## config.mk

```make
export PLATFORM = sky130hd
export DESIGN_NAME = servo_settle_supervisor_unit_flat
export DESIGN_NICKNAME = d
export VERILOG_FILES = /design/src/hdl/sss_pkg.sv /design/src/hdl/sss_in_if.sv /design/src/hdl/sss_out_if.sv /design/src/hdl/sss_step.sv /design/src/hdl/servo_settle_supervisor_unit.sv /design/src/flat_wrapper.sv
export VERILOG_INCLUDE_DIRS = /design/src /design/src/hdl
export SDC_FILE = /design/constraint.sdc
export NUM_CORES = 1
export LEC_CHECK = 0
export CORE_ASPECT_RATIO = 0.8
export CORE_UTILIZATION = 45
export CTS_CLUSTER_DIAMETER = 100
export CTS_CLUSTER_SIZE = 8
export DETAILED_ROUTE_END_ITERATION = 16
export DONT_BUFFER_PORTS = 1
export HOLD_SLACK_MARGIN = 0.02
export SYNTH_ARGS = -nofsm -noshare
export SYNTH_HDL_FRONTEND = slang
export SYNTH_SLANG_ARGS = --single-unit
```

## constraint.sdc

```tcl
create_clock -name clk_i -period 5.15 [get_ports clk_i]
set_input_delay 0.515 -clock clk_i [delete_from_list [all_inputs] [get_ports clk_i]]
set_output_delay 0.515 -clock clk_i [all_outputs]
set_load 0.05 [all_outputs]
```

## src/hdl/servo_settle_supervisor_unit_defines.svh

```systemverilog
// Assertion macros used by the servo settle supervisor top level.
`ifndef SERVO_SETTLE_SUPERVISOR_UNIT_DEFINES_SVH
`define SERVO_SETTLE_SUPERVISOR_UNIT_DEFINES_SVH

// Same-cycle implication, checked at every rising edge outside reset.
`define SSS_ASSERT_NOW(label, clk, rst_n, ante, cons, msg) \
  label: assert property (@(posedge clk) disable iff (!(rst_n)) (ante) |-> (cons)) \
    else $error(msg);

// Next-cycle implication, checked at every rising edge outside reset.
`define SSS_ASSERT_NEXT(label, clk, rst_n, ante, cons, msg) \
  label: assert property (@(posedge clk) disable iff (!(rst_n)) (ante) |=> (cons)) \
    else $error(msg);

`endif

```

## src/hdl/sss_pkg.sv

```systemverilog
// Types, codes and reset constants of the servo settle supervisor.
package sss_pkg;

  typedef enum logic [2:0] {
    ST_IDLE     = 3'd0,
    ST_MOVING   = 3'd1,
    ST_SETTLING = 3'd2,
    ST_REACHED  = 3'd3,
    ST_ERROR    = 3'd4
  } state_e;

  typedef enum logic [2:0] {
    EV_NONE      = 3'd0,
    EV_START     = 3'd1,
    EV_NEAR      = 3'd2,
    EV_AT_TARGET = 3'd3,
    EV_DRIFT     = 3'd4,
    EV_TIMEOUT   = 3'd5,
    EV_ERROR     = 3'd6
  } event_e;

  typedef enum logic [3:0] {
    RS_NONE        = 4'd0,
    RS_START       = 4'd1,
    RS_NEAR        = 4'd2,
    RS_TIMEOUT     = 4'd3,
    RS_AT_TARGET   = 4'd4,
    RS_STABLE      = 4'd5,
    RS_RETRIES_EXC = 4'd6,
    RS_DRIFT_RETRY = 4'd7,
    RS_DRIFT       = 4'd8,
    RS_NEW_MOVE    = 4'd9,
    RS_ERROR_RESET = 4'd10
  } reason_e;

  typedef enum logic [1:0] {
    REG_TOLERANCE    = 2'd0,
    REG_SETTLE_MS    = 2'd1,
    REG_MOVE_TIMEOUT = 2'd2,
    REG_RETRY_LIMIT  = 2'd3
  } reg_e;

  localparam int unsigned AddrWidth = 4;

  localparam logic [14:0] TOLERANCE_RST    = 15'd5;
  localparam logic [15:0] SETTLE_MS_RST    = 16'd500;
  localparam logic [31:0] MOVE_TIMEOUT_RST = 32'd10000;
  localparam logic [7:0]  RETRY_LIMIT_RST  = 8'd3;

  typedef struct packed {
    logic              tick;
    logic [2:0]        event_code;
    logic              check_position;
    logic signed [15:0] pos_err;
  } item_t;

  typedef struct packed {
    logic [14:0] tolerance;
    logic [15:0] settle_ms;
    logic [31:0] move_timeout_ms;
    logic [7:0]  retry_limit;
  } cfg_t;

  typedef struct packed {
    state_e      fsm_state;
    state_e      last_state;
    logic [31:0] time_in_state;
    logic [7:0]  retry_cnt;
  } ctx_t;

  typedef struct packed {
    ctx_t    ctx;
    logic    changed;
    event_e  applied_event;
    reason_e reason;
  } step_t;

endpackage

```

## src/hdl/sss_in_if.sv

```systemverilog
// Input channel of the servo settle supervisor: handshake and one item.
interface sss_in_if;
  logic               valid;
  logic               ready;
  logic               tick;
  logic [2:0]         event_code;
  logic               check_position;
  logic signed [15:0] pos_err;

  modport source (
    output valid, tick, event_code, check_position, pos_err,
    input  ready
  );
  modport sink (
    input  valid, tick, event_code, check_position, pos_err,
    output ready
  );
endinterface

```

## src/hdl/sss_out_if.sv

```systemverilog
// Result channel of the servo settle supervisor: handshake and one result.
interface sss_out_if;
  logic       valid;
  logic       ready;
  logic [2:0] state_now;
  logic       changed;
  logic [2:0] state_before;
  logic [7:0] retries;
  logic [2:0] applied_event;
  logic [3:0] reason;

  modport source (
    output valid, state_now, changed, state_before, retries, applied_event, reason,
    input  ready
  );
  modport sink (
    input  valid, state_now, changed, state_before, retries, applied_event, reason,
    output ready
  );
endinterface

```

## src/hdl/sss_step.sv

```systemverilog
// Combinational step of the supervisor: event choice and state transition.
module sss_step (
  input  sss_pkg::item_t item_i,
  input  sss_pkg::cfg_t  cfg_i,
  input  sss_pkg::ctx_t  ctx_i,
  output sss_pkg::step_t step_o
);

  logic [31:0]      time_cnt;
  logic [16:0]      err_mag;
  logic [16:0]      tol_w;
  logic [16:0]      tol2_w;
  logic [7:0]       retry_sat;
  sss_pkg::event_e  ev_code;
  sss_pkg::event_e  ev_derived;
  sss_pkg::event_e  ev;
  sss_pkg::state_e  state_nxt;
  sss_pkg::reason_e reason;
  logic [7:0]       retry_nxt;

  // The tick is counted before the event is chosen.
  assign time_cnt = (item_i.tick && (ctx_i.time_in_state != '1))
                  ? ctx_i.time_in_state + 32'd1 : ctx_i.time_in_state;

  assign err_mag = item_i.pos_err[15]
                 ? 17'h10000 - {1'b0, item_i.pos_err}
                 : {1'b0, item_i.pos_err};

  assign tol_w     = {2'b00, cfg_i.tolerance};
  assign tol2_w    = {1'b0, cfg_i.tolerance, 1'b0};
  assign retry_sat = (ctx_i.retry_cnt != 8'hFF) ? ctx_i.retry_cnt + 8'd1
                                                : ctx_i.retry_cnt;

  // The unused code seven reads as no event.
  always_comb begin
    case (item_i.event_code)
      sss_pkg::EV_START:     ev_code = sss_pkg::EV_START;
      sss_pkg::EV_NEAR:      ev_code = sss_pkg::EV_NEAR;
      sss_pkg::EV_AT_TARGET: ev_code = sss_pkg::EV_AT_TARGET;
      sss_pkg::EV_DRIFT:     ev_code = sss_pkg::EV_DRIFT;
      sss_pkg::EV_TIMEOUT:   ev_code = sss_pkg::EV_TIMEOUT;
      sss_pkg::EV_ERROR:     ev_code = sss_pkg::EV_ERROR;
      default:               ev_code = sss_pkg::EV_NONE;
    endcase
  end

  always_comb begin
    ev_derived = sss_pkg::EV_NONE;
    case (ctx_i.fsm_state)
      sss_pkg::ST_MOVING: begin
        if (err_mag <= tol_w) begin
          ev_derived = sss_pkg::EV_NEAR;
        end else if (time_cnt > cfg_i.move_timeout_ms) begin
          ev_derived = sss_pkg::EV_TIMEOUT;
        end
      end
      sss_pkg::ST_SETTLING: begin
        if (err_mag > tol_w) begin
          ev_derived = sss_pkg::EV_DRIFT;
        end else if (time_cnt >= {16'd0, cfg_i.settle_ms}) begin
          ev_derived = sss_pkg::EV_AT_TARGET;
        end
      end
      sss_pkg::ST_REACHED: begin
        if (err_mag > tol2_w) begin
          ev_derived = sss_pkg::EV_DRIFT;
        end
      end
      default: ev_derived = sss_pkg::EV_NONE;
    endcase
  end

  assign ev = ((ev_code == sss_pkg::EV_NONE) && item_i.check_position) ? ev_derived : ev_code;

  always_comb begin
    state_nxt = ctx_i.fsm_state;
    retry_nxt = ctx_i.retry_cnt;
    reason    = sss_pkg::RS_NONE;
    case (ctx_i.fsm_state)
      sss_pkg::ST_IDLE: begin
        if (ev == sss_pkg::EV_START) begin
          state_nxt = sss_pkg::ST_MOVING;
          retry_nxt = 8'd0;
          reason    = sss_pkg::RS_START;
        end
      end
      sss_pkg::ST_MOVING: begin
        if (ev == sss_pkg::EV_NEAR) begin
          state_nxt = sss_pkg::ST_SETTLING;
          reason    = sss_pkg::RS_NEAR;
        end else if (ev == sss_pkg::EV_TIMEOUT) begin
          state_nxt = sss_pkg::ST_ERROR;
          reason    = sss_pkg::RS_TIMEOUT;
        end else if (ev == sss_pkg::EV_AT_TARGET) begin
          state_nxt = sss_pkg::ST_SETTLING;
          reason    = sss_pkg::RS_AT_TARGET;
        end
      end
      sss_pkg::ST_SETTLING: begin
        if (ev == sss_pkg::EV_AT_TARGET) begin
          // An early arrival report is ignored until the settle time is over.
          if (time_cnt >= {16'd0, cfg_i.settle_ms}) begin
            state_nxt = sss_pkg::ST_REACHED;
            reason    = sss_pkg::RS_STABLE;
          end
        end else if (ev == sss_pkg::EV_DRIFT) begin
          retry_nxt = retry_sat;
          if (retry_sat > cfg_i.retry_limit) begin
            state_nxt = sss_pkg::ST_ERROR;
            reason    = sss_pkg::RS_RETRIES_EXC;
          end else begin
            state_nxt = sss_pkg::ST_MOVING;
            reason    = sss_pkg::RS_DRIFT_RETRY;
          end
        end
      end
      sss_pkg::ST_REACHED: begin
        if (ev == sss_pkg::EV_DRIFT) begin
          state_nxt = sss_pkg::ST_MOVING;
          reason    = sss_pkg::RS_DRIFT;
        end else if (ev == sss_pkg::EV_START) begin
          state_nxt = sss_pkg::ST_MOVING;
          retry_nxt = 8'd0;
          reason    = sss_pkg::RS_NEW_MOVE;
        end
      end
      sss_pkg::ST_ERROR: begin
        if (ev == sss_pkg::EV_START) begin
          state_nxt = sss_pkg::ST_IDLE;
          retry_nxt = 8'd0;
          reason    = sss_pkg::RS_ERROR_RESET;
        end
      end
      default: state_nxt = ctx_i.fsm_state;
    endcase
  end

  always_comb begin
    step_o.ctx.fsm_state     = state_nxt;
    step_o.ctx.retry_cnt     = retry_nxt;
    step_o.applied_event     = ev;
    step_o.reason            = reason;
    step_o.changed           = (state_nxt != ctx_i.fsm_state);
    if (state_nxt != ctx_i.fsm_state) begin
      step_o.ctx.last_state    = ctx_i.fsm_state;
      step_o.ctx.time_in_state = 32'd0;
    end else begin
      step_o.ctx.last_state    = ctx_i.last_state;
      step_o.ctx.time_in_state = time_cnt;
    end
  end

endmodule

```

## src/hdl/servo_settle_supervisor_unit.sv

```systemverilog
// Top level of the servo settle supervisor: channels, registers and state.
// An item transferred in is held in the input register, processed into the result
// register when that is free, and can be transferred out from there. Throughput:
// one item per cycle while results are taken downstream, set by the single pass
// through the step logic.
// Reset (rst_ni low, asynchronous): state idle, counters zero, registers at defaults.
`include "servo_settle_supervisor_unit_defines.svh"

module servo_settle_supervisor_unit (
  input  logic                            clk_i,
  input  logic                            rst_ni,
  sss_in_if.sink                          in_i,
  sss_out_if.source                       out_o,
  input  logic                            psel,
  input  logic                            penable,
  input  logic                            pwrite,
  input  logic [sss_pkg::AddrWidth-1:0]   paddr,
  input  logic [31:0]                     pwdata,
  output logic [31:0]                     prdata,
  output logic                            pready
);

  // Configuration registers. The register index is the word address, so the
  // low two address bits do not take part in the decode.
  sss_pkg::cfg_t cfg_q;
  logic          cfg_wr;
  sss_pkg::reg_e cfg_sel;

  assign pready  = 1'b1;
  assign cfg_wr  = psel && penable && pwrite && pready;
  assign cfg_sel = sss_pkg::reg_e'(paddr[3:2]);

  always_ff @(posedge clk_i or negedge rst_ni) begin
    if (!rst_ni) begin
      cfg_q.tolerance       <= sss_pkg::TOLERANCE_RST;
      cfg_q.settle_ms       <= sss_pkg::SETTLE_MS_RST;
      cfg_q.move_timeout_ms <= sss_pkg::MOVE_TIMEOUT_RST;
      cfg_q.retry_limit     <= sss_pkg::RETRY_LIMIT_RST;
    end else if (cfg_wr) begin
      case (cfg_sel)
        sss_pkg::REG_TOLERANCE:    cfg_q.tolerance       <= pwdata[14:0];
        sss_pkg::REG_SETTLE_MS:    cfg_q.settle_ms       <= pwdata[15:0];
        sss_pkg::REG_MOVE_TIMEOUT: cfg_q.move_timeout_ms <= pwdata;
        sss_pkg::REG_RETRY_LIMIT:  cfg_q.retry_limit     <= pwdata[7:0];
        default:                   cfg_q                 <= cfg_q;
      endcase
    end
  end

  always_comb begin
    case (cfg_sel)
      sss_pkg::REG_TOLERANCE:    prdata = {17'd0, cfg_q.tolerance};
      sss_pkg::REG_SETTLE_MS:    prdata = {16'd0, cfg_q.settle_ms};
      sss_pkg::REG_MOVE_TIMEOUT: prdata = cfg_q.move_timeout_ms;
      sss_pkg::REG_RETRY_LIMIT:  prdata = {24'd0, cfg_q.retry_limit};
      default:                   prdata = 32'd0;
    endcase
  end

  // Two-register pipeline. The input register takes a new transfer whenever it
  // is empty or its item moves on in the same cycle; the result register frees
  // up whenever it is empty or its result is transferred out. So a finished
  // result waiting downstream never blocks the next input transfer by itself.
  logic           in_valid_q;
  sss_pkg::item_t in_item_q;
  logic           out_valid_q;
  sss_pkg::step_t out_step_q;
  logic           out_free;
  logic           advance;
  logic           in_take;

  assign out_free   = !out_valid_q || out_o.ready;
  assign advance    = in_valid_q && out_free;
  assign in_i.ready = !in_valid_q || advance;
  assign in_take    = in_i.valid && in_i.ready;

  always_ff @(posedge clk_i or negedge rst_ni) begin
    if (!rst_ni) begin
      in_valid_q  <= 1'b0;
      out_valid_q <= 1'b0;
    end else begin
      if (in_i.ready) begin
        in_valid_q <= in_i.valid;
      end
      if (out_free) begin
        out_valid_q <= in_valid_q;
      end
    end
  end

  always_ff @(posedge clk_i) begin
    if (in_take) begin
      in_item_q.tick           <= in_i.tick;
      in_item_q.event_code     <= in_i.event_code;
      in_item_q.check_position <= in_i.check_position;
      in_item_q.pos_err        <= in_i.pos_err;
    end
  end

  // Supervisor state. It is read and written only by the item that moves from
  // the input register to the result register, so each item sees what the
  // previous one left behind.
  sss_pkg::ctx_t  ctx_q;
  sss_pkg::step_t step;

  sss_step u_step (
    .item_i (in_item_q),
    .cfg_i  (cfg_q),
    .ctx_i  (ctx_q),
    .step_o (step)
  );

  always_ff @(posedge clk_i or negedge rst_ni) begin
    if (!rst_ni) begin
      ctx_q.fsm_state     <= sss_pkg::ST_IDLE;
      ctx_q.last_state    <= sss_pkg::ST_IDLE;
      ctx_q.time_in_state <= 32'd0;
      ctx_q.retry_cnt     <= 8'd0;
    end else if (advance) begin
      ctx_q <= step.ctx;
    end
  end

  always_ff @(posedge clk_i) begin
    if (advance) begin
      out_step_q <= step;
    end
  end

  assign out_o.valid         = out_valid_q;
  assign out_o.state_now     = out_step_q.ctx.fsm_state;
  assign out_o.changed       = out_step_q.changed;
  assign out_o.state_before  = out_step_q.ctx.last_state;
  assign out_o.retries       = out_step_q.ctx.retry_cnt;
  assign out_o.applied_event = out_step_q.applied_event;
  assign out_o.reason        = out_step_q.reason;

  // A reported transition always names two different states.
  `SSS_ASSERT_NOW(a_changed_states_differ, clk_i, rst_ni,
    out_valid_q && out_step_q.changed, out_o.state_now != out_o.state_before,
    "changed result reports equal states")

  // Any transition restarts the time spent in the state.
  `SSS_ASSERT_NEXT(a_time_cleared_on_change, clk_i, rst_ni,
    advance && step.changed, ctx_q.time_in_state == 32'd0,
    "time in state not cleared on a transition")

  // A move started from idle always begins with no retries.
  `SSS_ASSERT_NOW(a_start_clears_retries, clk_i, rst_ni,
    out_valid_q && (out_step_q.reason == sss_pkg::RS_START), out_o.retries == 8'd0,
    "retry count not cleared on start")

  // The stored state always matches the state of the latest result.
  `SSS_ASSERT_NEXT(a_state_tracks_result, clk_i, rst_ni,
    advance, out_step_q.ctx.fsm_state == ctx_q.fsm_state,
    "result state differs from stored state")

endmodule
```

## src/flat_wrapper.sv

```systemverilog
// flat-port wrapper written by rule: the top's interface ports become plain ports
module servo_settle_supervisor_unit_flat 
  (clk_i, rst_ni, psel, penable, pwrite, paddr, pwdata, prdata, pready, in_i_valid, in_i_tick, in_i_event_code, in_i_check_position, in_i_pos_err, in_i_ready, out_o_valid, out_o_state_now, out_o_changed, out_o_state_before, out_o_retries, out_o_applied_event, out_o_reason, out_o_ready);
  sss_in_if in_i_i ();
  sss_out_if out_o_i ();
  input  logic clk_i;
  input  logic rst_ni;
  input  logic psel;
  input  logic penable;
  input  logic pwrite;
  input  logic [sss_pkg::AddrWidth-1:0] paddr;
  input  logic [31:0] pwdata;
  output logic [31:0] prdata;
  output logic pready;
  input wire logic [$bits(in_i_i.valid)-1:0] in_i_valid;
  input wire logic [$bits(in_i_i.tick)-1:0] in_i_tick;
  input wire logic [$bits(in_i_i.event_code)-1:0] in_i_event_code;
  input wire logic [$bits(in_i_i.check_position)-1:0] in_i_check_position;
  input wire logic [$bits(in_i_i.pos_err)-1:0] in_i_pos_err;
  output wire logic [$bits(in_i_i.ready)-1:0] in_i_ready;
  output wire logic [$bits(out_o_i.valid)-1:0] out_o_valid;
  output wire logic [$bits(out_o_i.state_now)-1:0] out_o_state_now;
  output wire logic [$bits(out_o_i.changed)-1:0] out_o_changed;
  output wire logic [$bits(out_o_i.state_before)-1:0] out_o_state_before;
  output wire logic [$bits(out_o_i.retries)-1:0] out_o_retries;
  output wire logic [$bits(out_o_i.applied_event)-1:0] out_o_applied_event;
  output wire logic [$bits(out_o_i.reason)-1:0] out_o_reason;
  input wire logic [$bits(out_o_i.ready)-1:0] out_o_ready;
  assign in_i_i.valid = in_i_valid;
  assign in_i_i.tick = in_i_tick;
  assign in_i_i.event_code = in_i_event_code;
  assign in_i_i.check_position = in_i_check_position;
  assign in_i_i.pos_err = in_i_pos_err;
  assign in_i_ready = in_i_i.ready;
  assign out_o_valid = out_o_i.valid;
  assign out_o_state_now = out_o_i.state_now;
  assign out_o_changed = out_o_i.changed;
  assign out_o_state_before = out_o_i.state_before;
  assign out_o_retries = out_o_i.retries;
  assign out_o_applied_event = out_o_i.applied_event;
  assign out_o_reason = out_o_i.reason;
  assign out_o_i.ready = out_o_ready;
  servo_settle_supervisor_unit u_core (.clk_i(clk_i), .rst_ni(rst_ni), .in_i(in_i_i), .out_o(out_o_i), .psel(psel), .penable(penable), .pwrite(pwrite), .paddr(paddr), .pwdata(pwdata), .prdata(prdata), .pready(pready));
endmodule
```

==> reports/metrics.csv, run 1 <==
metric,value,unit
outcome,"complete, no violations",
drt-initial-drc-count,695,
ys_types,75,
io_buffers,0,
finalSetupViolCount,0,
cts_root_buf,clkbuf_16,
crit_top_cell,a21oi_1,
yosysSeqAreaShare,41.1,%
top_level_ports,121,
clock_latency,0.44,ns
rr_startpoint,u_core.in_item_q[2],
async_flop_share,73.5,%
synth_compound_area_share,15.1,%
final_cells,1506,
synth_top_area_share,24.9,%
grt_start_max_net_pins,120,
netlist_area,10400,µm²
timing.fmax,200,MHz
drc,0,
muxShareOfSynthArea,5.79,%
avgSynthCellArea,9.30,µm²
layout.nets,1340,
worstPathMaxFanout,7,
core_area,22600,µm²
r2r-end,u_core.ctx_q[41],
diodes,0,
synth_edf_count,43,
slowest_delay,0.61,ns
synth_nets,1275,
clk_pin_slew,0.07,ns
synth_top_cell_by_area,dfrtp_1,
die_w,172,µm
hold_viol,0,
synth_ff_type,dfrtp_1,
leakage,0.00533,µW
num_rows,49,
final_core_util,53.7,%
synth_cells,1122,
initial_core_util,46.1,%
antenna_found_initial,1,
setup_tns,0,ns
gp_congestion,0.920,
hold_class,primary input to asynchronous set/reset pin,
wl_per_cell,18.5,µm
grt_overflow_total,0,
cts_sinks,162,
crit_path_top_delay_cell,or4_1,
die_y,138,µm
routed_wl,27900,µm
critPathArrivalTime,5.31,ns
grt_use_total,24.3,%
synth_top_family_by_area,simple AND/OR/NAND/NOR gates,
area_delta_synth_final,16.5,%
maxCapViolCount,0,
vias,8578,
worst_pin_slew,1.19,ns
critPathCaptureType,flip-flop,
skew,0.0131,ns
grt_pass1_vias,8128,
crit_path_start_kind,flip-flop,
drive_gt1_share,18.8,%
numCtsBuffers,17,
synth_common_cells,"nand2_1, o21ai_0, dfrtp_1",
crit_chain,or4_1 > nor3_1 > nand2_1 > o31ai_1 > xnor2_1 > ha_1 > a21oi_1 > a21boi_0 > a2111oi_1 > a31oi_1 > nor2_1 > buf_4 > a21oi_1 > a31oi_2 > a21oi_2 > o211ai_4 > and2_4 > mux2_4,
r2r_cells,18,
hpwlAfterDp,21000,µm
path_class,flip-flop to flip-flop,
drt_first_pass_iters,6,
synth.area.top_cells,"dfrtp_1, edfxtp_1, ha_1",
pwr_density_cell,368,nW/µm²
synth_adder_area_share,10.7,%
cpLargestDelayFamily,compound AO/OA/AOI/OAI gates,
place_inst,1466,
cts_tree,done,
clock_path_buffers,2,
vias_per_cell,5.70,
relSlewSlack,21.0,%
final.setup.worst_slack,0.152,ns
ir_drop,0.196,mV
ant_nets,0,
place_ws,0.00748,ns
dieArea,23800,µm²
ys_ff_latch,162,
period_minus_slack,5.00,ns
worstPathRequired,5.46,ns
period_share,97.0,%
slew_viol_final,0,
grt_pass1_wl,44700,µm
synth_xor_area_share,3.44,%
ys.warnings.count,0,
htreeDepth,4,
yosys.area_share.simple,18.5,%
yosysMostFrequentCell,nand2_1,
ff2ff_setup_slack,0.15,ns
cp.buffers_inverters,1,
-- registers in the layout, indices dropped and copies added, names as in the netlist --
signal                      flops
u_core.in_item_q               21
u_core.out_o.reason             4
u_core.out_o.state_before       3
u_core.out_o.changed            1
u_core.out_o.valid              1
u_core.ctx_q                   46
u_core.in_valid_q               1
u_core.cfg_q                   71
u_core.out_o.retries            8
u_core.out_o.state_now          3
u_core.out_o.applied_event      3
-- metal layers --
| metal | up-vias | GRT usage [%] | routed length, µm |
|---|---|---|---|
| li1 | 4127 | - | - |
| met1 | 4171 | 36.5 | 13700 |
| met2 | 256 | 35.8 | 12100 |
| met3 | 22 | 4.72 | 1740 |
| met4 | 2 | 5.45 | 281 |
| met5 | - | 0 | 9 |
-- layout make-up --
class | instances | area, µm²
sequential | 162 | 4290
timing repair buffer | 93 | 737
tap | 306 | 383
clock inverter | 12 | 113
fill | 2068 | 10500
clock buffer | 20 | 478
multi-input combinational | 815 | 5790
inverter | 98 | 368
-- cells by family after synthesis --
| family | Yosys count |
|---|---|
| buffers and inverters | 145 |
| XOR/XNOR | 41 |
| flip-flops | 162 |
| other | 1 |
| AO/OA/AOI/OAI | 250 |
| AND/OR/NAND/NOR | 388 |
| adder cells (fa/ha/maj) | 89 |
| multiplexers | 46 |
-- per-stage QoR --
stage,hold slack (ns),instance area [µm²],total power [µW]
3_5_place_dp,0.222,11300,3130
3_3_place_gp,0.223,11300,3100
2_1_floorplan,0.219,10400,2770
4_1_cts,0.0709,11900,4460
6_report,0.0286,12200,4470
5_1_grt,0.0511,12200,4740
-- placed cells by master (no fill, tap or decap), types with 13 or more instances in the layout --
cell type	n
clkbuf_16	18
edfxtp_1	43
inv_1	97
ha_1	87
and2_1	23
o21ai_0	102
nand2_1	162
mux2_2	23
xnor2_1	30
nor3_1	17
buf_4	88
a21o_1	13
dfrtp_1	104
nor2_1	32
a21oi_1	37
a22o_1	13
dfstp_2	15
nand4_1	29
nand3_1	38
-- what timing repair did --
item,in CTS,in global routing
setup endpoints to repair,22,62
pin swaps,3,20
buffers inserted,0,7
endpoints found under the hold margin,119,0
hold buffers,1,0
resized for setup,7,39
-- worst max path at each step --
stage / start / endpoint / slack [ns] / cells past startpoint
after floorplan: u_core.ctx_q[8] / u_core.out_o.retries[6] / 0.13 / 25
after global placement: u_core.ctx_q[8] / u_core.ctx_q[34] / 0.05 / 24
after detailed placement: u_core.ctx_q[8] / u_core.ctx_q[34] / 0.007 / 24
after CTS: u_core.ctx_q[8] / u_core.ctx_q[34] / 0.04 / 24
after global routing: u_core.ctx_q[26] / u_core.out_o.state_now[1] / -0.04 / 25
final: u_core.in_item_q[2] / u_core.ctx_q[41] / 0.15 / 18
-- power by group --
part	leakage, µW	internal (µW)	switching [µW]
clock network	0.000286	691	586
registers	0.00189	1570	252
logic	0.00316	526	846
No activity file was read; power rests on OpenSTA's default activity.
==> inputs of run 2 (changes only) <==
--- a/config.mk
+++ b/config.mk
@@ -13,6 +13,7 @@
 export DETAILED_ROUTE_END_ITERATION = 16
 export DONT_BUFFER_PORTS = 1
 export HOLD_SLACK_MARGIN = 0.02
+export RECOVER_POWER = 100
 export SYNTH_ARGS = -nofsm -noshare
 export SYNTH_HDL_FRONTEND = slang
 export SYNTH_SLANG_ARGS = --single-unit
==> run 2 against run 1 <==
  * The run now ends with capacitance limit, slew limit left
  * Non-clock buffer count did not move
  * Hold slack better by 0.15 ns
  * Register-to-register slack is essentially flat
  * Global-route usage unchanged
  * First-iteration DRC count is 1.7% lower
  * Wire length decreased by 0.21%
  * Sequential power about the same
  * Count of clock-buffer cells in the layout did not move
  * Power is essentially flat
  * Setup slack gained 0.0063 ns
  * Die area stayed put
  * Fmax is 0.13% higher
  * Critical endpoint unchanged
==> reports/metrics.csv, run 2 (synthesized netlist as in run 1, its figures left out) <==
metric,value,unit,change
reg_top3,"u_core.cfg_q (71), u_core.ctx_q (46), u_core.in_item_q (21)",,unchanged
skew,0.0118,ns,was 0.0131 ns
crit_path_start_kind,flip-flop,,unchanged
timing.fmax,200,MHz,about the same
cts_root_buf,clkbuf_16,,unchanged
hold_class,primary input to flip-flop,,was primary input to asynchronous set/reset pin
drt_first_pass_iters,5,,was 6
grt_overflow_total,0,,unchanged
gp_congestion,0.920,,unchanged
slowest_delay,0.61,ns,about the same
initial_core_util,46.1,%,unchanged
die_w,172,µm,unchanged
finalSetupViolCount,0,,unchanged
pwr_density_cell,369,nW/µm²,was 368 nW/µm²
area_delta_synth_final,16.1,%,was 16.5%
final.setup.worst_slack,0.159,ns,was 0.152 ns
drt-initial-drc-count,683,,was 695
num_rows,49,,unchanged
path_class,flip-flop to flip-flop,,unchanged
clk_pin_slew,0.07,ns,about the same
clock_path_buffers,2,,unchanged
regArea,4290,µm²,unchanged
slew_viol_final,238,,was 0
final_core_util,53.5,%,was 53.7%
leakage,0.00529,µW,was 0.00533 µW
die_y,138,µm,unchanged
routed_wl,27900,µm,about the same
critPathArrivalTime,5.30,ns,was 5.31 ns
drive_gt1_share,18.3,%,was 18.8%
grt_use_total,24.3,%,unchanged
io_buffers,0,,unchanged
maxCapViolCount,11,,was 0
grt_pass1_wl,44700,µm,unchanged
internal-power,2790,µW,about the same
cts_sinks,162,,unchanged
period_minus_slack,4.99,ns,was 5.00 ns
htreeDepth,4,,unchanged
dieArea,23800,µm²,unchanged
final_common_cell,nand2_1,,unchanged
clock_latency,0.43,ns,was 0.44 ns
sw_frac_of_total,37.7,%,was 37.6%
antenna_found_initial,1,,unchanged
share_seq_of_total_power,40.8,%,about the same
ir_drop,0.197,mV,was 0.196 mV
r2r_cells,18,,unchanged
crit_chain,or4_1 > nor3_1 > nand2_1 > o31ai_1 > xnor2_1 > ha_1 > a21oi_1 > a21boi_0 > a2111oi_1 > a31oi_1 > nor2_1 > buf_4 > a21oi_1 > a31oi_2 > a21oi_2 > o211ai_4 > and2_4 > mux2_4,,unchanged
setup_tns,0,ns,unchanged
grt_pass1_vias,8128,,unchanged
final_cell_mix,"nand2_1, o21ai_0, dfrtp_1",,"was nand2_1, dfrtp_1, o21ai_0"
worstPathRequired,5.46,ns,about the same
finalPower,4470,µW,about the same
ant_nets,0,,unchanged
critPathCaptureType,flip-flop,,unchanged
outcome,finished with violations,,"was complete, no violations"
power_frac_comb,30.6,%,was 30.7%
vias,8593,,was 8578
wl_per_cell,18.5,µm,about the same
p_switching,1680,µW,about the same
regMostFlops,u_core.cfg_q,,unchanged
numCtsBuffers,17,,unchanged
largest_reg_flops,71,,unchanged
vias_per_cell,5.71,,was 5.70
violations,"capacitance limit, slew limit",,
period_share,96.9,%,was 97.0%
layout.nets,1340,,unchanged
diodes,0,,unchanged
nFillCells,2076,,was 2068
hpwlAfterDp,21000,µm,unchanged
worst_pin_slew,3.08,ns,was 1.19 ns
drc,0,,unchanged
crit_path_top_delay_cell,or4_1,,unchanged
cts_tree,done,,unchanged
holdPathStages,0,,
p_clk_share,28.6,%,was 28.5%
relSlewSlack,-105,%,was 21.0%
hold_viol,0,,unchanged
place_ws,0.00748,ns,unchanged
core_area,22600,µm²,unchanged
crit_top_cell,a21oi_1,,unchanged
multiInputGateArea,5780,µm²,was 5790 µm²
top_level_ports,121,,unchanged
worstPathMaxFanout,7,,unchanged
grt_start_max_net_pins,120,,unchanged
## run 2: path summary, 6_finish.rpt
path	from	end	slack [ns]
worst max-delay path	u_core.in_item_q[2]	u_core.ctx_q[41]	0.16
worst min-delay path	in_i_tick	u_core.in_item_q[20]	0.18
worst max register to register	u_core.in_item_q[2]	u_core.ctx_q[41]	0.16
worst min register to register	u_core.ctx_q[42]	u_core.ctx_q[42]	0.50
max in group asynchronous	rst_ni	u_core.cfg_q[2]	2.28
min in group asynchronous	rst_ni	u_core.cfg_q[35]	1.05
## run 2: critical path, delay by kind of cell, from the launching register on
family                   cells  cell delay, ns
AO/OA/AOI/OAI                9            1.99
AND/OR/NAND/NOR              5            1.42
flip-flops                   1            0.46
adder cells (fa/ha/maj)      1            0.30
multiplexers                 1            0.30
XOR/XNOR                     1            0.19
buffers and inverters        1            0.19
## run 2: routing by layer
layer  part of all wire [%]  wire length, µm  global-route usage (%)  vias to the layer above
li1                       -                -                       -                     4136
met1                     50            13900                    36.5                     4205
met2                     44            12200                    35.8                      227
met3                    5.5             1540                    4.72                       23
met4                    1.0              280                    5.45                        2
met5                  0.032                9                       0                        -
## run 2: repair_timing
| item | 4_1_cts | 5_1_grt |
|---|---|---|
| hold buffers | 1 | 0 |
| pin swaps | 3 | 20 |
| gates resized for setup | 7 | 39 |
| setup buffers | 0 | 7 |
| gates cloned | 0 | 0 |
| setup endpoints to repair | 22 | 62 |
| endpoints found under the hold margin | 119 | 0 |
## run 2: power groups by stage
stage / registers, µW / logic, µW / clock network (µW)
after floorplan: 1790 / 975 / 0
after global placement: 1840 / 1260 / 0
after detailed placement: 1850 / 1280 / 0
after CTS: 1820 / 1330 / 1300
after global routing: 1860 / 1520 / 1350
final: 1830 / 1370 / 1280
## run 2: cell type report
class	count	share of cell area, %
clock inverter	12	0.930
clock buffer	20	3.95
timing repair buffer	93	5.81
multi-input combinational	815	47.7
sequential	162	35.4
inverter	98	3.04
tap	306	3.16
## run 2: through the flow
stage          area (µm²)  cells  hold WS (ns)
6_report            12100   1506         0.175
5_1_grt             12100   1506         0.153
4_1_cts             11900   1499        0.0709
3_5_place_dp        11300   1466         0.222
3_3_place_gp        11300   1466         0.223
2_1_floorplan       10400   1122         0.219
==> inputs of run 3 (changes only) <==
--- a/config.mk
+++ b/config.mk
@@ -6,6 +6,7 @@
 export SDC_FILE = /design/constraint.sdc
 export NUM_CORES = 1
 export LEC_CHECK = 0
+export ABC_AREA = 1
 export CORE_ASPECT_RATIO = 0.8
 export CORE_UTILIZATION = 45
 export CTS_CLUSTER_DIAMETER = 100
@@ -13,7 +14,9 @@
 export DETAILED_ROUTE_END_ITERATION = 16
 export DONT_BUFFER_PORTS = 1
 export HOLD_SLACK_MARGIN = 0.02
+export PLACE_DENSITY = 0.67
 export RECOVER_POWER = 100
 export SYNTH_ARGS = -nofsm -noshare
 export SYNTH_HDL_FRONTEND = slang
 export SYNTH_SLANG_ARGS = --single-unit
+export TNS_END_PERCENT = 10
==> run 3 against run 2 <==
  * Largest cell class unchanged
  * Global-route usage decreased by 0.88 points
  * Critical endpoint is now u_core.ctx_q[26]
  * Fmax increased by 3.6%
  * Wire length increased by 2.2%
  * First-iteration DRC count increased by 19%
  * The run still ends with capacitance limit, slew limit left
  * Area after synthesis increased by 4.8%
  * Via count increased by 9.1%
==> reports/metrics.csv, run 3 <==
metric,value,unit,change
outcome,finished with violations,,unchanged
violations,"capacitance limit, slew limit",,unchanged
final.setup.worst_slack,0.330,ns,was 0.159 ns
synth_edf_count,43,,unchanged
die_y,141,µm,was 138 µm
synth_adder_area_share,10.2,%,was 10.7%
yosysMostFrequentCell,nand2_1,,unchanged
drt-initial-drc-count,812,,was 683
layout.nets,1606,,was 1340
reg_top3,"u_core.cfg_q (71), u_core.ctx_q (46), u_core.in_item_q (21)",,unchanged
diodes,0,,unchanged
whs,0.159,ns,was 0.175 ns
critPathCaptureType,flip-flop,,unchanged
final_common_cell,nand2_1,,unchanged
cts_tree,done,,unchanged
regArea,4290,µm²,unchanged
initial_core_util,46.3,%,was 46.1%
cts_sinks,162,,unchanged
hold_viol,0,,unchanged
cts_root_buf,clkbuf_16,,unchanged
clock_latency,0.45,ns,was 0.43 ns
drive_gt1_share,9.07,%,was 18.3%
area_delta_synth_final,9.72,%,was 16.1%
htreeDepth,4,,unchanged
period_minus_slack,4.82,ns,was 4.99 ns
synth_compound_area_share,13.8,%,was 15.1%
critPathArrivalTime,5.08,ns,was 5.30 ns
vias,9379,,was 8593
slew_viol_final,270,,was 238
p_clk_share,23.4,%,was 28.6%
muxShareOfSynthArea,0,%,was 5.79%
ir_drop,0.299,mV,was 0.197 mV
synth_top_family_by_area,simple AND/OR/NAND/NOR gates,,unchanged
clock_path_buffers,2,,unchanged
largest_reg_flops,71,,unchanged
drc,0,,unchanged
core_area,23600,µm²,was 22600 µm²
pwr_density_cell,457,nW/µm²,was 369 nW/µm²
worst_pin_slew,3.49,ns,was 3.08 ns
ys_types,48,,was 75
finalSetupViolCount,0,,unchanged
internal-power,3100,µW,was 2790 µW
worstPathRequired,5.41,ns,was 5.46 ns
sw_frac_of_total,43.5,%,was 37.7%
grt_overflow_total,0,,unchanged
regMostFlops,u_core.cfg_q,,unchanged
maxCapViolCount,10,,was 11
p_switching,2390,µW,was 1680 µW
die_w,176,µm,was 172 µm
antenna_found_initial,0,,was 1
share_seq_of_total_power,37.0,%,was 40.8%
power_frac_comb,39.6,%,was 30.6%
grt_pass1_wl,45500,µm,was 44700 µm
synth_top_area_share,23.8,%,was 24.9%
period_share,93.6,%,was 96.9%
hold_class,primary input to flip-flop,,unchanged
ant_nets,0,,unchanged
yosysSeqAreaShare,39.2,%,was 41.1%
io_buffers,0,,unchanged
relSlewSlack,-134,%,was -105%
hpwlAfterDp,21400,µm,was 21000 µm
top_level_ports,121,,unchanged
gp_congestion,0.915,,was 0.920
crit_top_cell,nand2_1,,was a21oi_1
wl_per_cell,16.0,µm,was 18.5 µm
crit_path_start_kind,flip-flop,,unchanged
crit_path_top_delay_cell,dfrtp_1,,was or4_1
worstPathMaxFanout,17,,was 7
grt_use_total,23.4,%,was 24.3%
numCtsBuffers,17,,unchanged
synth.area.top_cells,"dfrtp_1, nand2_1, edfxtp_1",,"was dfrtp_1, edfxtp_1, ha_1"
path_class,flip-flop to flip-flop,,unchanged
routed_wl,28500,µm,was 27900 µm
async_flop_share,73.5,%,unchanged
yosys.area_share.simple,24.4,%,was 18.5%
synth_cells,1441,,was 1122
slowest_delay,0.35,ns,was 0.61 ns
ys.warnings.count,0,,unchanged
synth_top_cell_by_area,dfrtp_1,,unchanged
vias_per_cell,5.28,,was 5.71
num_rows,50,,was 49
synth_ff_type,dfrtp_1,,unchanged
dieArea,24900,µm²,was 23800 µm²
grt_start_max_net_pins,120,,unchanged
leakage,0.00571,µW,was 0.00529 µW
nFillCells,2283,,was 2076
netlist_area,10900,µm²,was 10400 µm²
ys_ff_latch,162,,unchanged
synth_xor_area_share,2.80,%,was 3.44%
multiInputGateArea,5650,µm²,was 5780 µm²
place_ws,0.299,ns,was 0.00748 ns
avgSynthCellArea,7.59,µm²,was 9.30 µm²
drt_first_pass_iters,5,,unchanged
grt_pass1_vias,8729,,was 8128
timing.fmax,207,MHz,was 200 MHz
synth_common_cells,"nand2_1, inv_1, nor2_1",,"was nand2_1, o21ai_0, dfrtp_1"
final_cell_mix,"nand2_1, inv_1, nor2_1, o21ai_0, dfrtp_1",,"was nand2_1, o21ai_0, dfrtp_1"
skew,0.0146,ns,was 0.0118 ns
clk_pin_slew,0.08,ns,was 0.07 ns
synth_nets,1594,,was 1275
run 3: changes by cell type after synthesis, sizes merged, moves of 15 or more:
cell,delta
nand2,+267
inv,+133
nor2,+96
xnor2,-29
o22ai,+28
mux2,-26
and2,-23
xor2,+23
nand4,-15
run 3: area by class of cell:
class	instances	share of cell area [%]
Tap cell	312	3.25
Inverter	231	7.24
Clock buffer	18	3.66
Timing Repair Buffer	30	1.87
Sequential cell	162	35.7
Clock inverter	14	1.19
Multi-Input combinational cell	1011	47.1
run 3: kinds of logic (layout without fill, tap and decap cells):
group,count (synthesis),in the layout
AOI/OAI and AO/OA,241,241
and+or+nand+nor,645,645
adders and majority gates,89,89
buffers and inverters,268,293
xor gates and xnor gates,35,35
other,1,1
DFF,162,162
run 3: timing repair:
item                                    CTS  global route
buffers inserted                          0             5
gates resized for setup                   0            11
hold endpoints to repair                119             0
endpoints found under the setup margin    0            56
hold buffers                              1             0
run 3: critical path, delay by kind of cell, from the launching register on:
kind / cells / cell delay [ns]
buffers and inverters: 4 / 0.60
XOR/XNOR: 1 / 0.34
adder cells (fa/ha/maj): 1 / 0.35
AND/OR/NAND/NOR: 22 / 2.65
AO/OA/AOI/OAI: 2 / 0.31
flip-flops: 1 / 0.35
run 3: path summary, 6_finish.rpt:
| kind | slack, ns | depth (start not counted) | end | start |
|---|---|---|---|---|
| worst min register to register | 0.49 | 2 | u_core.cfg_q[66] | u_core.cfg_q[66] |
| min in group asynchronous | 1.07 | 1 | u_core.ctx_q[22] | rst_ni |
| worst min-delay path | 0.16 | 0 | u_core.in_item_q[15] | in_i_pos_err[15] |
| max in group asynchronous | 2.25 | 1 | u_core.ctx_q[25] | rst_ni |
| worst max register to register | 0.33 | 30 | u_core.ctx_q[26] | u_core.ctx_q[8] |
| worst max-delay path | 0.33 | 30 | u_core.ctx_q[26] | u_core.ctx_q[8] |
run 3: layer usage:
| metal | vias up | GRT usage [%] | routed length [µm] |
|---|---|---|---|
| met5 | - | 0 | 0 |
| met4 | 0 | 4.49 | 221 |
| met3 | 16 | 4.66 | 1680 |
| met2 | 227 | 36.1 | 12700 |
| met1 | 4464 | 34.0 | 13800 |
| li1 | 4672 | - | - |
run 3: power groups by stage:
| stage | clock, µW | sequential, µW | combinational (µW) |
|---|---|---|---|
| 2_1_floorplan | 0 | 1990 | 1640 |
| 3_3_place_gp | 0 | 2040 | 2060 |
| 3_5_place_dp | 0 | 2050 | 2120 |
| 4_1_cts | 1300 | 2030 | 2160 |
| 5_1_grt | 1350 | 2070 | 2450 |
| 6_report | 1290 | 2030 | 2170 |
run 3: per-stage QoR:
step           util [%]  area, µm²  cells  total power, µW  setup TNS (ns)
2_1_floorplan         -      10900   1441             3630               0
3_3_place_gp       48.1      11400   1740             4110               0
3_5_place_dp       48.1      11400   1740             4170               0
4_1_cts            50.7      12000   1773             5500               0
5_1_grt            50.8      12000   1778             5870          -0.376
6_report           50.8      12000   1778             5490               0
